===== config.mk =====
export PLATFORM = sky130hd
export DESIGN_NAME = dcbp_fifo
export DESIGN_NICKNAME = d
export VERILOG_FILES = /design/src/rtl/dcbp_pkg.sv /design/src/rtl/dcbp_fifo.sv
export SDC_FILE = /design/constraint.sdc
export NUM_CORES = 1
export LEC_CHECK = 0
export BUFFER_PORTS_ARGS = -buffer_cell sky130_fd_sc_hd__buf_4
export CAP_MARGIN = 20
export CORE_MARGIN = 2
export CORE_UTILIZATION = 54
export DETAILED_ROUTE_END_ITERATION = 6
export HOLD_SLACK_MARGIN = 0.12
export PLACE_DENSITY = 0.78
export REMOVE_ABC_BUFFERS = 1
export SLEW_MARGIN = 20
export SYNTH_ARGS = -nofsm -noshare
export SYNTH_HDL_FRONTEND = slang
export SYNTH_SLANG_ARGS = --single-unit

===== constraint.sdc =====
create_clock -name clk -period 2.25 [get_ports clk]
set_input_delay 0.45 -clock clk [delete_from_list [all_inputs] [get_ports clk]]
set_output_delay 0.45 -clock clk [all_outputs]
set_load 0.005 [all_outputs]

===== src/rtl/dcbp_pkg.sv =====
// Shared constants, register indexes and the queue status type for the depth-consistent
// back-projection block. No dependencies; all but dcbp_checker use it by scoped name.
`default_nettype none

package dcbp_pkg;

    // parameter defaults
    localparam int MAX_WIDTH_DEF  = 1024;
    localparam int DEPTH_BITS_DEF = 16;

    // fixed field widths
    localparam int MAX_HEIGHT = 1024;
    localparam int ROW_W      = 10;
    localparam int PIX_OUT_W  = 10;
    localparam int DEPTH_IN_W = 16;
    localparam int Z_OUT_W    = 16;
    localparam int POINT_W    = 32;
    localparam int DIM_W      = 11;
    localparam int THR_W      = 16;
    localparam int INV_W      = 24;
    localparam int CTR_W      = 14;
    localparam int FRAC_BITS  = 24;
    localparam int MIN_DIM    = 3;

    // configuration port
    localparam int CFG_IDX_W  = 3;
    localparam int CFG_DATA_W = 24;

    localparam logic [CFG_IDX_W-1:0] REG_IMAGE_WIDTH  = 3'd0;
    localparam logic [CFG_IDX_W-1:0] REG_IMAGE_HEIGHT = 3'd1;
    localparam logic [CFG_IDX_W-1:0] REG_DEPTH_THR    = 3'd2;
    localparam logic [CFG_IDX_W-1:0] REG_INV_FOCAL_X  = 3'd3;
    localparam logic [CFG_IDX_W-1:0] REG_INV_FOCAL_Y  = 3'd4;
    localparam logic [CFG_IDX_W-1:0] REG_CENTER_X     = 3'd5;
    localparam logic [CFG_IDX_W-1:0] REG_CENTER_Y     = 3'd6;

    localparam logic [DIM_W-1:0] RST_IMAGE_WIDTH  = 11'd640;
    localparam logic [DIM_W-1:0] RST_IMAGE_HEIGHT = 11'd480;
    localparam logic [THR_W-1:0] RST_DEPTH_THR    = 16'd20;
    localparam logic [INV_W-1:0] RST_INV_FOCAL    = 24'd36304;
    localparam logic [CTR_W-1:0] RST_CENTER_X     = 14'd5120;
    localparam logic [CTR_W-1:0] RST_CENTER_Y     = 14'd3840;

    // saturation limits of the 32-bit point coordinates
    localparam logic [POINT_W-1:0] SAT_POS = 32'h7FFF_FFFF;
    localparam logic [POINT_W-1:0] SAT_NEG = 32'h8000_0000;

    // request queue between front and back
    localparam int QDEPTH = 4;
    localparam int QPTR_W = $clog2(QDEPTH);
    localparam int QCNT_W = $clog2(QDEPTH + 1);

    // register stages of the projection pipeline
    localparam int BACK_STAGES = 5;

    typedef struct packed {
        logic              empty;
        logic [QCNT_W-1:0] count;
    } q_stat_t;

endpackage

`default_nettype wire


===== src/rtl/dcbp_fifo.sv =====
// Short request queue that decouples the window front from the projection back.
// Uses dcbp_pkg for its depth and status type.
`default_nettype none

module dcbp_fifo #(
    parameter int DATA_W = 8
) (
    input  wire logic              clk,
    input  wire logic              rstn,
    input  wire logic              push,
    input  wire logic [DATA_W-1:0] push_data,
    input  wire logic              pop,
    output logic [DATA_W-1:0]      pop_data,
    output dcbp_pkg::q_stat_t      stat
);

    localparam int PW = dcbp_pkg::QPTR_W;
    localparam int CW = dcbp_pkg::QCNT_W;

    logic [DATA_W-1:0] slot_reg [dcbp_pkg::QDEPTH];
    logic [PW-1:0]     wr_ptr_reg, rd_ptr_reg;
    logic [CW-1:0]     count_reg;

    always_ff @(posedge clk) begin
        if (!rstn) begin
            wr_ptr_reg <= '0;
            rd_ptr_reg <= '0;
            count_reg  <= '0;
        end else begin
            if (push) begin
                wr_ptr_reg <= wr_ptr_reg + PW'(1);
            end
            if (pop) begin
                rd_ptr_reg <= rd_ptr_reg + PW'(1);
            end
            count_reg <= count_reg + CW'(push) - CW'(pop);
        end
    end

    always_ff @(posedge clk) begin
        if (push) begin
            slot_reg[wr_ptr_reg] <= push_data;
        end
    end

    assign pop_data   = slot_reg[rd_ptr_reg];
    assign stat.count = count_reg;
    assign stat.empty = (count_reg == '0);

endmodule

`default_nettype wire


==> impl_metrics.py <==
metrics = {
    "outcome": {
        "outcome": "finished, final reports clean",
    },
    "die": {
        "die_area_mm2": 0.00340,
        "ios": 24,
        "rows": 19,
        "die_height_um": 58.3,
        "start_util_pct": 57.3,
        "chipWidth_um": 58.3,
        "core-area_mm2": 0.00278,
    },
    "logic_synthesis": {
        "synth-compound-area-share_pct": 0.942,
        "yosys_warnings": 0,
        "yosys.area_share.simple_pct": 4.32,
        "synth_fa_ha_area_share_pct": 5.97,
        "synth_area_per_cell_um2": 19.0,
        "ys_ff_latch": 41,
        "synth_top_family_by_area": "multiplexers",
        "synth_mux_area_share_pct": 11.9,
        "yosysSeqAreaShare_pct": 71.6,
        "netlist_area_mm2": 0.00159,
        "synthDistinctLibCells": 17,
        "synth-xor-area-share_pct": 2.59,
        "synth_cells": 84,
    },
    "clock_network": {
        "cts_setup_buffers": 0,
        "htreeDepth": 2,
        "ctsHoldBuffers": 0,
        "cts_made_buffers": 5,
        "clockBufferDepth": 2,
        "cts-root-buf": "clkbuf_4",
        "cts_tree": "yes",
        "worstSkewPairLatency_ns": 0.34,
        "cts_num_sinks": 41,
        "cts-resized-gates": 0,
        "clkTransAtPathRegs_ns": 0.11,
    },
    "placement": {
        "gp_congestion": 0.625,
        "dp_hpwl_mm": 1.75,
        "dp.cells": 137,
        "port_buffers": 23,
        "postPlaceCellArea_mm2": 0.00180,
    },
    "grt": {
        "grtUsageTotal_pct": 17.5,
        "grt_pass1_vias": 827,
        "antenna_found_initial": 0,
        "grt_max_degree": 13,
        "grt-ovfl-total": 0,
        "grt_pass1_wl_mm": 4.06,
    },
    "finish": {
        "fin_area_mm2": 0.00185,
        "fill_cells": 196,
        "layout_common_cells": "edfxtp_1 (32), buf_4 (24), dfxtp_1 (9), mux4_2 (8), inv_1 (7)",
        "largest_register_ff_count": 32,
        "drive_above_1_share_pct": 34.2,
        "syn_to_final_growth_pct": 15.9,
        "fin_cells": 145,
        "multiInputGateArea_um2": 410,
        "regArea_mm2": 0.00114,
        "nNetsFinal": 132,
        "n_antenna_cell": 0,
        "final_common_cell": "edfxtp_1",
    },
    "sta": {
        "final.setup.tns_ns": 0,
        "finalCriticalPeriod_ns": 2.00,
        "fmax_ghz": 0.500,
        "hold_slack_ns": 0.299,
        "worst_pin_slew_ns": 0.445,
        "timing.slew.headroom_pct": 70.3,
        "drv_slew": 0,
        "finalHoldViolCount": 0,
        "finalSetupViolations": 0,
        "fin_crit_sh_pct": 88.8,
        "skew_ns": 0.0107,
        "rsz0062_at_grt": "no",
    },
    "pwr": {
        "leakage_nw": 0.695,
        "vdd_ir_drop_max_v": 0.000576,
        "power.density_mw_per_mm2": 809,
    },
    "worst_setup_path": {
        "critPathRequiredTime_ns": 1.80,
        "cpMaxStageDelayCell": "mux4_2",
        "path_cells": "buf_4 -> mux4_2 -> buf_4",
        "cp-end-kind": "output pin",
        "crit_type": "register to output pin",
        "critPathMaxStageDelay_ns": 0.53,
        "start_kind": "register",
        "worstPathArrival_ns": 1.55,
        "crit_path_max_fanout": 8,
        "path_common_cell": "buf_4",
    },
    "route": {
        "wl_per_cell_um": 16.7,
        "vias_per_cell": 5.41,
        "first_pass_iters": 4,
        "route.detailed.drc": 0,
        "antenna_left": 0,
        "drt_iter0_drc": 24,
        "vias": 785,
        "routed_wl_mm": 2.42,
    },
    "run": {
        "maxCapViolCount": 0,
    },
    "worst_hold_path": {
        "hold_class": "input port to register",
    },
}
kinds of logic after synthesis:
logic type | after synthesis
simple gates | 13
fa+ha+maj | 7
compound gates | 2
xor+xnor | 3
mux | 9
buf+inv | 9
flops | 41
path summary, 6_finish.rpt:
| check | cells past startpoint | end | slack [ns] | from |
|---|---|---|---|---|
| min | 1 | slot_reg[2][4] | 0.30 | push_data[4] |
| min reg2reg | 2 | rd_ptr_reg[1] | 0.56 | rd_ptr_reg[1] |
| max reg2reg | 7 | count_reg[2] | 0.42 | count_reg[0] |
| max | 3 | pop_data[0] | 0.25 | register |
worst max-delay path: cells and delay by family (launching register included):
family / cells / cell delay (ns)
mux: 1 / 0.53
buf+inv: 2 / 0.35
flops: 1 / 0.32
Yosys cell counts:
cell,instances,share of area (%)
a21bo_2,1,0.63
a21oi_1,1,0.31
and2_1,6,2.4
buf_6,1,0.71
clkbuf_2,1,0.31
dfxtp_1,9,11
edfxtp_1,32,60
fa_1,1,1.3
ha_1,6,4.7
inv_1,7,1.6
mux2i_1,1,0.63
mux4_2,8,11
nand3b_1,1,0.47
nor2_1,5,1.2
nor3_1,1,0.31
xnor2_1,2,1.1
xor3_1,1,1.5
per-layer routing:
metal | vias up | GRT usage [%] | routed length [um]
met5 | - | 0 | 0
met2 | 17 | 27.1 | 1290
li1 | 370 | - | -
met3 | 4 | 7.25 | 124
met1 | 394 | 22.1 | 965
met4 | 0 | 6.98 | 41
cell type report:
type / instances / share of cell area, %
Timing Repair Buffer: 24 / 9.76
Sequential cell: 41 / 61.8
Clock inverter: 1 / 0.271
Multi-Input combinational cell: 34 / 22.2
Inverter: 7 / 1.42
Tap cell: 31 / 2.10
Clock buffer: 7 / 2.44
power by group:
group | switching [mW] | internal [mW] | total [mW]
Clock | 0.218 | 0.122 | 0.340
Sequential | 0.0296 | 0.869 | 0.899
Combinational | 0.0988 | 0.155 | 0.254
metrics by stage:
stage	setup slack, ns	util [%]	total power, mW
CTS	0.219	66.4	1.51
global route	0.189	66.4	1.56
floorplan	0.484	-	1.05
detailed placement	0.231	64.6	1.18
global placement	0.329	64.6	1.16
finish	0.252	66.4	1.49
Note: power is estimated with default switching activity, not from simulation.
